`src/rtl/core/lqwl_pkg.sv`:
```
package lqwl_pkg;

    localparam logic [2:0] CMD_INSERT   = 3'd0;
    localparam logic [2:0] CMD_REMOVE   = 3'd1;
    localparam logic [2:0] CMD_COUNT    = 3'd2;
    localparam logic [2:0] CMD_LIST_OLD = 3'd3;
    localparam logic [2:0] CMD_LIST_NEW = 3'd4;

    localparam logic [1:0] KIND_REMOVED = 2'd0;
    localparam logic [1:0] KIND_COUNT   = 2'd1;
    localparam logic [1:0] KIND_LISTED  = 2'd2;

    localparam logic [6:0] CAP_RESET   = 7'd64;
    localparam logic [6:0] MAX_RESULTS = 7'd64;

    typedef struct packed {
        logic [2:0]  cmd;
        logic [30:0] student_id;
        logic [63:0] name_tag;
    } in_item_t;

    typedef struct packed {
        logic [1:0]  kind;
        logic        found;
        logic [30:0] rec_id;
        logic [63:0] rec_tag;
        logic [6:0]  occupancy;
        logic        last;
    } out_item_t;

    typedef struct packed {
        logic [30:0] id;
        logic [63:0] tag;
    } rec_t;

    typedef enum logic [1:0] {
        OUT_REMOVED,
        OUT_MISS,
        OUT_COUNT,
        OUT_LISTED
    } out_sel_t;

    typedef struct packed {
        logic     wr_en;
        logic     rd_head;
        logic     list_start;
        logic     list_old;
        logic     list_step;
        logic     pop;
        logic     load_out;
        out_sel_t out_sel;
    } dp_cmd_t;

    typedef struct packed {
        logic can_insert;
        logic empty;
        logic last_item;
        logic out_free;
    } dp_stat_t;

endpackage

```
`src/rtl/core/lqwl_ctrl.sv`:
```
module lqwl_ctrl (
    input  logic               aclk,
    input  logic               aresetn,
    input  logic               s_valid,
    output logic               s_ready,
    input  logic [2:0]         s_cmd,
    input  lqwl_pkg::dp_stat_t stat,
    output lqwl_pkg::dp_cmd_t  cmd
);

    typedef enum logic [2:0] {
        ST_IDLE,
        ST_REMOVE,
        ST_MISS,
        ST_COUNT,
        ST_LIST
    } state_t;

    state_t state_reg;
    state_t state_next;
    logic   accept;

    assign s_ready = (state_reg == ST_IDLE);
    assign accept  = s_valid && s_ready;

    always_comb begin
        state_next     = state_reg;
        cmd            = '0;
        cmd.out_sel    = lqwl_pkg::OUT_MISS;
        unique case (state_reg)
            ST_IDLE: begin
                if (accept) begin
                    unique case (s_cmd)
                        lqwl_pkg::CMD_INSERT: begin
                            cmd.wr_en = stat.can_insert;
                        end
                        lqwl_pkg::CMD_REMOVE: begin
                            if (stat.empty) begin
                                state_next = ST_MISS;
                            end else begin
                                cmd.rd_head = 1'b1;
                                state_next  = ST_REMOVE;
                            end
                        end
                        lqwl_pkg::CMD_COUNT: begin
                            state_next = ST_COUNT;
                        end
                        default: begin
                            if (!stat.empty) begin
                                cmd.list_start = 1'b1;
                                cmd.list_old   = (s_cmd == lqwl_pkg::CMD_LIST_OLD);
                                state_next     = ST_LIST;
                            end
                        end
                    endcase
                end
            end
            ST_REMOVE: begin
                cmd.out_sel = lqwl_pkg::OUT_REMOVED;
                if (stat.out_free) begin
                    cmd.load_out = 1'b1;
                    cmd.pop      = 1'b1;
                    state_next   = ST_IDLE;
                end
            end
            ST_MISS: begin
                cmd.out_sel = lqwl_pkg::OUT_MISS;
                if (stat.out_free) begin
                    cmd.load_out = 1'b1;
                    state_next   = ST_IDLE;
                end
            end
            ST_COUNT: begin
                cmd.out_sel = lqwl_pkg::OUT_COUNT;
                if (stat.out_free) begin
                    cmd.load_out = 1'b1;
                    state_next   = ST_IDLE;
                end
            end
            ST_LIST: begin
                cmd.out_sel = lqwl_pkg::OUT_LISTED;
                if (stat.out_free) begin
                    cmd.load_out = 1'b1;
                    if (stat.last_item) begin
                        state_next = ST_IDLE;
                    end else begin
                        cmd.list_step = 1'b1;
                    end
                end
            end
            default: begin
                state_next = ST_IDLE;
            end
        endcase
    end

    always_ff @(posedge aclk) begin
        if (!aresetn) begin
            state_reg <= ST_IDLE;
        end else begin
            state_reg <= state_next;
        end
    end

endmodule

```
`config.mk`:
```
export PLATFORM = sky130hd
export DESIGN_NAME = lqwl_ctrl
export DESIGN_NICKNAME = d
export VERILOG_FILES = /design/src/rtl/core/lqwl_pkg.sv /design/src/rtl/core/lqwl_ctrl.sv
export SDC_FILE = /design/constraint.sdc
export NUM_CORES = 1
export LEC_CHECK = 0
export BUFFER_PORTS_ARGS = -buffer_cell sky130_fd_sc_hd__buf_2
export CAP_MARGIN = 15
export CORE_AREA = 8 8 45 47
export CTS_CLUSTER_DIAMETER = 120
export CTS_CLUSTER_SIZE = 30
export DETAILED_ROUTE_END_ITERATION = 10
export DIE_AREA = 0 0 53 55
export PLACE_DENSITY = 0.52
export SYNTH_ARGS = -nofsm -noshare
export SYNTH_HDL_FRONTEND = slang
export SYNTH_SLANG_ARGS = --single-unit
```
`constraint.sdc`:
```
create_clock -name aclk -period 2.8 [get_ports aclk]
set_input_delay 0.28 -clock aclk [delete_from_list [all_inputs] [get_ports aclk]]
set_output_delay 0.28 -clock aclk [all_outputs]
set_load 0.01 [all_outputs]
```
==> results of run 1 <==
[per-stage QoR]
stage / hold WS [ps] / setup slack (ps) / instance area (um^2) / power [uW]
2_1_floorplan: 397.5 / 1205 / 292.8 / 77.78
4_1_cts: 315.3 / 889.5 / 434.2 / 180.4
5_1_grt: 322.6 / 825.5 / 434.2 / 189.1
6_report: 321.1 / 897.8 / 434.2 / 176.0
3_5_place_dp: 510.4 / 1159 / 407.9 / 99.49
3_3_place_gp: 506.9 / 1195 / 407.9 / 99.48
[layout make-up]
type,instances,area [um^2],area share [%]
flip-flops and latches,3,60.06,13.83
well taps,16,20.02,4.611
inverters,3,11.26,2.594
repair buffers,19,95.09,21.90
clock buffers,4,26.28,6.052
multi-input cells,35,221.5,51.01
[layer usage]
| metal | track usage, % | vias to the layer above |
|---|---|---|
| met5 | 0 | - |
| met1 | 6.829 | 163 |
| met4 | 3.879 | 0 |
| met2 | 10.74 | 8 |
| met3 | 3.209 | 0 |
| li1 | - | 193 |
[power groups by stage]
stage | Sequential, uW | Clock (uW) | Combinational (uW)
2_1_floorplan | 48.2 | 0 | 29.6
5_1_grt | 48.8 | 84.7 | 55.6
3_5_place_dp | 49.0 | 0 | 50.5
4_1_cts | 48.3 | 81.3 | 50.8
3_3_place_gp | 48.8 | 0 | 50.6
6_report | 48.3 | 77.4 | 50.3
[cells by family after synthesis]
group / synth area share (%)
AOI/OAI and AO/OA: 23.08
muxes: 6.838
buffers and inverters: 3.846
and+or+nand+nor: 45.73
DFF: 20.51
[path summary, 6_finish.rpt]
kind,from,slack (ps),cells past startpoint,to
worst max-delay path,state_reg[0],900,3,cmd[6]
worst min-delay path,aresetn,320,2,state_reg[2]
worst max register to register,state_reg[0],1320,4,state_reg[1]
worst min register to register,state_reg[0],510,2,state_reg[0]
[layout by cell type (no fill, tap or decap)]
master,instances
a211oi_2,1
a21o_1,1
a21oi_1,1
a311oi_2,1
and3_1,1
buf_2,19
clkbuf_1,1
clkbuf_4,3
dfxtp_1,3
inv_1,3
mux2i_1,2
nand2_1,5
nand2b_1,2
nor2_1,6
nor2b_1,1
nor3_1,1
nor3b_1,4
nor4_1,2
o21a_1,1
o21ai_0,4
or3_1,1
or4b_4,1
==> results_dict.tcl, run 1 <==
set metrics [dict create \
    status "finished, final reports clean" \
    place_inst 76 \
    antenna_found_initial 0 \
    fin_crit_ps 1902 \
    insertedDiodeCount 0 \
    slowest_stage "or4b_4" \
    drt-met1-wl_um 369 \
    finalHoldViolations 0 \
    p_sw_uw 53.75 \
    ys_seq_area_share_pct 20.51 \
    grt_usage_pct 6.608 \
    grt_first_pass_wirelength_mm 1.442 \
    drcViolationCount 0 \
    post-dp-hpwl_um 743.6 \
    skew_ps 7.216 \
    drtPass1Iterations 4 \
    cts_tree "done" \
    synth_top_cells_by_count "nor2_1 (6), nand2_1 (5), nor3b_1 (4), o21ai_0 (4)" \
    grt_max_degree 8 \
    drt_wl_total_um 896 \
    path_max_fanout 6 \
    synth_edf_count 0 \
    end_kind "output pin" \
    criticalPathCategory "reg -> out" \
    clock_latency_ps 240 \
    critPathArrivalTime_ps 1620 \
    yosysMostFrequentCell "nor2_1" \
    cts-root-buf "clkbuf_4" \
    fin_util_pct 31.37 \
    start_util_pct 21.16 \
    instances_no_fill 80 \
    peakVddDrop_v 0.0001693 \
    worst_pin_slew_ps 311.8 \
    fillerInstances 167 \
    yosysWarnings 0 \
    synth_seq_cells 3 \
    cts_buffers 3 \
    fmax_mhz 525.7 \
    finalCritPeriodShare_pct 67.94 \
    p_int_uw 122.3 \
    largest_reg_flops 3 \
    synth_area_per_cell_um2 7.141 \
    synth.area.top_cells "dfxtp_1 (21%), nor3b_1 (10%), nor2_1 (7.7%), mux2i_1 (6.8%), o21ai_0 (6.8%)" \
    num-nets-final 75 \
    wl_met3_um 96 \
    ys.flop_type "dfxtp_1" \
    grt_overflow 0 \
    postCtsSetupBuffers 0 \
    slew-limit-headroom_pct 79.05 \
    synth_top_area_share_pct 20.51 \
    p_per_area_nw_per_um2 405.4 \
    die_h_um 55 \
    std_cell_rows 14 \
    final_antenna_net_count 0 \
    yosys.area.top_type "dfxtp_1" \
    viasPerCell 4.550 \
    slew_viol_final 0 \
    crit_required_ps 2520 \
    critical_path_buf_inv_count 1 \
    cp-start-kind "register" \
    die-area_um2 2915 \
    totalNegativeSetupSlack_ps 0 \
    numClockSinks 3 \
    p_seq_share_pct 27.4 \
    met2_length_um 430 \
    syn_inst 41 \
    clock_path_buffers 2 \
    leakagePower_uw 0.0002089 \
    portBuffers 19 \
    crit_family "simple AND/OR/NAND/NOR gates" \
    ys_async_sr_fraction_pct 0 \
    htree_num_levels 1 \
    synth_nets 51 \
    drive_gt1_share_pct 39.06 \
    wl_per_cell_um 11.20 \
    top_layer "met3" \
    worstPathCellList "or4b_4 -> nor3b_1 -> buf_2" \
    max_stage_delay_ps 590 \
    vias 364 \
    netlist_area_um2 292.8 \
    drt-initial-drc-count 1 \
    synth.distinct_cells 19 \
    postCtsResizedCells 0 \
    cts.clk_slew.worst_paths_ps 40 \
    hold_buffers 0 \
    rsz0062_at_grt "false" \
    swShare_pct 30.54 \
    hold_class "in -> reg" \
    fp.dieW_um 53 \
    grt_pass1_vias 354 \
    pwr-share-comb_pct 28.6 \
    area_delta_synth_final_pct 48.29 \
    p_clk_share_pct 44.0 \
    io_pins 20 \
    setup_viol 0 \
    cap_violations 0 \
    gp_congestion 0.7064 \
    core_um2 1384 \
]
No activity file was read; power rests on OpenSTA's default activity.
==> run 2: changes to the inputs <==
--- a/config.mk
+++ b/config.mk
@@ -12,7 +12,7 @@
 export CTS_CLUSTER_SIZE = 30
 export DETAILED_ROUTE_END_ITERATION = 10
 export DIE_AREA = 0 0 53 55
-export PLACE_DENSITY = 0.52
+export PLACE_DENSITY = 0.54
 export SYNTH_ARGS = -nofsm -noshare
 export SYNTH_HDL_FRONTEND = slang
 export SYNTH_SLANG_ARGS = --single-unit
==> constraint.sdc (replaced) <==
create_clock -name aclk -period 1.6 [get_ports aclk]
set_input_delay 0.16 -clock aclk [delete_from_list [all_inputs] [get_ports aclk]]
set_output_delay 0.16 -clock aclk [all_outputs]
set_load 0.01 [all_outputs]
==> run 2 against run 1 <==
- the flow now finishes with violations (setup timing)
- worst hold slack got worse by 120 ps
- clock power increased by 81%
- routed wire length increased by 7.6%
- sequential share of layout area decreased by 0.90 points
- sequential cell count unchanged
==> results_dict.tcl, run 2 (same netlist as run 1, synthesis figures left out) <==
set metrics [dict create \
    cts_buffers 3 \
    worst_pin_slew_ps 318.0 \
    peakVddDrop_v 0.0002999 \
    crit_required_ps 1440 \
    max_stage_delay_ps 580 \
    num-nets-final 78 \
    drt_wl_total_um 964 \
    grt_usage_pct 6.601 \
    largest_reg_flops 3 \
    io_pins 20 \
    grt_max_degree 7 \
    grt_first_pass_wirelength_mm 1.407 \
    die-area_um2 2915 \
    violations "setup timing" \
    layout_commonest_cell "buf_2" \
    clock_path_buffers 2 \
    postLayoutSetupSlackWorst_ps -38.88 \
    fmax_mhz 610.2 \
    grt_pass1_vias 336 \
    antenna_found_initial 0 \
    viasPerCell 4.723 \
    finalHoldViolations 0 \
    wl_per_cell_um 11.61 \
    cts.clk_slew.worst_paths_ps 40 \
    cap_violations 0 \
    grt_overflow 0 \
    die_h_um 55 \
    core_um2 1384 \
    p_per_area_nw_per_um2 683.6 \
    vias 392 \
    htree_num_levels 1 \
    slowest_stage "or4b_4" \
    criticalPathCategory "reg -> out" \
    fillerInstances 153 \
    fin_crit_ps 1639 \
    drive_gt1_share_pct 47.76 \
    critPathArrivalTime_ps 1480 \
    fp.dieW_um 53 \
    status "finished, violations left" \
    post-dp-hpwl_um 731.5 \
    std_cell_rows 14 \
    gp_congestion 0.7673 \
    cp-start-kind "register" \
    drtPass1Iterations 4 \
    final_antenna_net_count 0 \
    cts-root-buf "clkbuf_4" \
    worstPathCellList "or4b_4 -> nor4_2 -> buf_2" \
    multi_input_area_um2 237.7 \
    fin_total_pwr_uw 324.2 \
    slew-limit-headroom_pct 78.64 \
    final_cell_mix "buf_2 (19), nor2_1 (6), nand2_1 (5)" \
    finalCritPeriodShare_pct 102.4 \
    insertedDiodeCount 0 \
    leakagePower_uw 0.0002262 \
    cts_tree "done" \
    rsz0062_at_grt "true" \
    clock_latency_ps 240 \
    end_kind "output pin" \
    numClockSinks 3 \
    setup_viol 3 \
    hold_class "in -> reg" \
    area_delta_synth_final_pct 61.97 \
    totalNegativeSetupSlack_ps -88.35 \
    seqCellArea_um2 61.31 \
    drt-initial-drc-count 8 \
    drcViolationCount 0 \
    slew_viol_final 0 \
    path_max_fanout 5 \
    portBuffers 19 \
    start_util_pct 21.16 \
    skew_ps 0.2119 \
]
==> run 2: cell count changes in the layout (fill, tap and decap cells not counted), sizes merged <==
cell	before	now
buf	19	22
==> run 2: area by class of cell <==
class                   count  share of cell area [%]
clock buffers               4                   5.541
inverters                   3                   2.375
multi-input cells          35                   50.13
flip-flops and latches      3                   12.93
well taps                  16                   4.222
repair buffers             22                   24.80
==> run 2: critical path: cells and delay by family, from the launching register on <==
family / cells / cell delay [ps]
DFF: 1 / 300
buffers and inverters: 1 / 180
and+or+nand+nor: 2 / 760
==> run 2: power by group <==
group	switching (uW)	internal (uW)
clock network	46.3	93.9
logic	53.4	49.2
registers	2.13	79.1
total	102	222
==> run 2: metal layers <==
metal / wire (um) / track usage (%) / vias to the layer above
li1: - / - / 202
met1: 348 / 6.354 / 179
met2: 497 / 11.52 / 11
met3: 118 / 5.348 / 0
met4: 0 / 0 / 0
met5: 0 / 0 / -
==> run 2: worst paths after layout <==
check / startpoint / endpoint / slack, ps / depth (start not counted)
min: aresetn / state_reg[2] / 200 / 2
min reg2reg: state_reg[0] / state_reg[0] / 600 / 3
max reg2reg: state_reg[0] / state_reg[1] / 170 / 4
max: state_reg[0] / cmd[5] / -40 / 3
==> run 2: repair_timing <==
action                                  4_1_cts  5_1_grt
setup buffers                                 0        0
pin swaps                                     1        0
resized for setup                             2        2
endpoints found under the setup margin        3        4
hold buffers                                  0        0
==> run 2: metrics by stage <==
stage | utilization, % | std cells | hold slack, ps | setup WS (ps) | area (um^2)
finish | 34.27 | 83 | 197.5 | -38.88 | 474.2
global route | 34.27 | 83 | 202.6 | -107.7 | 474.2
CTS | 33.45 | 83 | 193.4 | -42.17 | 462.9
detailed placement | 31.10 | 79 | 425.9 | 144.1 | 430.4
global placement | 31.10 | 79 | 436.4 | 164.4 | 430.4
floorplan | - | 41 | 277.5 | 86.27 | 292.8
==> run 3: changes to the inputs <==
--- a/config.mk
+++ b/config.mk
@@ -8,6 +8,7 @@
 export BUFFER_PORTS_ARGS = -buffer_cell sky130_fd_sc_hd__buf_2
 export CAP_MARGIN = 15
 export CORE_AREA = 8 8 45 47
+export CTS_BUF_LIST = sky130_fd_sc_hd__clkbuf_4 sky130_fd_sc_hd__clkbuf_8 sky130_fd_sc_hd__clkbuf_16
 export CTS_CLUSTER_DIAMETER = 120
 export CTS_CLUSTER_SIZE = 30
 export DETAILED_ROUTE_END_ITERATION = 10
==> run 3 against run 2 <==
- the run still ends with setup timing left
- worst hold slack got worse by 12 ps
- critical path type unchanged
- first-iteration DRC count did not move
- sequential cell count is the same
- clock-buffer cell count is the same
- total power is 4.5% higher
==> results_dict.tcl, run 3 (same netlist as run 1, synthesis figures left out) <==
set metrics [dict create \
    htree_num_levels 1 \
    grt_pass1_vias 330 \
    fmax_mhz 610.2 \
    fin_util_pct 34.45 \
    insertedDiodeCount 0 \
    peakVddDrop_v 0.0002983 \
    viasPerCell 4.675 \
    r2r_cells 4 \
    critPathArrivalTime_ps 1480 \
    portBuffers 19 \
    cts-root-buf "clkbuf_4" \
    final_cell_mix "buf_2 (19), nor2_1 (6), nand2_1 (5)" \
    whs_path_depth 2 \
    violations "setup timing" \
    largest_reg_flops 3 \
    rsz0062_at_grt "true" \
    fin_total_pwr_uw 338.8 \
    drtPass1Iterations 4 \
    timing.rr.start "state_reg[0]" \
    cp-start-kind "register" \
    drive_gt1_share_pct 47.76 \
    fin_crit_ps 1639 \
    finalCritPeriodShare_pct 102.4 \
    final_antenna_net_count 0 \
    setup.worst_path.end "cmd[5]" \
    grt_overflow 0 \
    r2r_slack_ps 170 \
    numClockSinks 3 \
    slew_viol_final 0 \
    io_pins 20 \
    leakagePower_uw 0.0002292 \
    hold_class "in -> reg" \
    wl_per_cell_um 11.30 \
    criticalPathCategory "reg -> out" \
    status "finished, violations left" \
    postCtsSetupBuffers 0 \
    gp_congestion 0.7673 \
    cts_buffers 3 \
    fp.dieW_um 53 \
    cts_tree "done" \
    crit_required_ps 1440 \
    vias 388 \
    drt-initial-drc-count 8 \
    setup_viol 3 \
    cts.clk_slew.worst_paths_ps 40 \
    cap_violations 0 \
    p_per_area_nw_per_um2 710.7 \
    critPathLaunch "state_reg[0]" \
    slew-limit-headroom_pct 78.64 \
    antenna_found_initial 0 \
    num-nets-final 78 \
    area_delta_synth_final_pct 62.82 \
    clock_path_buffers 2 \
    grt_max_degree 7 \
    die_h_um 55 \
    totalNegativeSetupSlack_ps -88.58 \
    drcViolationCount 0 \
    clock_latency_ps 240 \
    r2r_end "state_reg[1]" \
    layout_commonest_cell "buf_2" \
    core_um2 1384 \
    path_max_fanout 5 \
    skew_ps 2.015 \
    std_cell_rows 14 \
    finalHoldViolations 0 \
    drt_wl_total_um 938 \
    die-area_um2 2915 \
    end_kind "output pin" \
    post-dp-hpwl_um 731.5 \
    start_util_pct 21.16 \
    grt_first_pass_wirelength_mm 1.373 \
    worst_pin_slew_ps 318.0 \
    postLayoutSetupSlackWorst_ps -38.92 \
    grt_usage_pct 6.386 \
]
==> run 3: cell count changes in the layout (fill, tap and decap cells not counted) <==
cell / delta
clkbuf_1: -1
clkbuf_4: +1
dfxtp_2: -1
dfxtp_1: +1
==> run 3: per-stage QoR <==
step | worst slack [ps] | cell area (um^2) | instances | hold WS (ps)
final | -38.92 | 476.7 | 83 | 185.5
after global routing | -107.7 | 476.7 | 83 | 196.4
after CTS | -42.17 | 465.4 | 83 | 175.9
after detailed placement | 144.1 | 430.4 | 79 | 425.9
after global placement | 164.4 | 430.4 | 79 | 436.4
after floorplan | 86.27 | 292.8 | 41 | 277.5
==> run 3: what timing repair did <==
item,4_1_cts,5_1_grt
resized for setup,1,2
endpoints found under the setup margin,3,4
cloned,0,0
hold buffers,0,0
hold endpoints to repair,0,0
pin swaps,1,0
==> run 3: area by class of cell <==
cell class,instances,area (um^2)
inverters,3,11.26
fillers,147,907.1
repair buffers,22,117.6
clock buffers,4,30.03
well taps,16,20.02
multi-input cells,35,237.7
flip-flops and latches,3,60.06
==> run 3: layer usage <==
metal / part of all wire, % / GRT usage [%] / wire (um)
met1: 36 / 6.364 / 340
met2: 50 / 10.74 / 469
met5: 0 / 0 / 0
met4: 0 / 0 / 0
met3: 14 / 5.348 / 128
==> run 3: worst max-delay path: stages (launching register included) <==
cell     delay, ps
dfxtp_1        300
or4b_4         580
nor4_2         180
buf_2          180
==> run 3: where the power goes <==
| part | total (uW) | internal (uW) | leakage, uW | switching [uW] |
|---|---|---|---|---|
| Combinational | 102 | 49.2 | 0.000186 | 53.1 |
| Sequential | 80.7 | 78.8 | 0.0000244 | 1.86 |
| Clock | 156 | 111 | 0.0000184 | 45.1 |
==> run 3: how the worst min path moves through the flow <==
| stage | from | endpoint | slack, ps |
|---|---|---|---|
| 4_1_cts | aresetn | state_reg[2] | 180 |
| 3_3_place_gp | aresetn | state_reg[2] | 440 |
| 3_5_place_dp | aresetn | state_reg[2] | 430 |
| 6_report | aresetn | state_reg[2] | 190 |
| 5_1_grt | aresetn | state_reg[2] | 200 |
| 2_1_floorplan | aresetn | state_reg[2] | 280 |
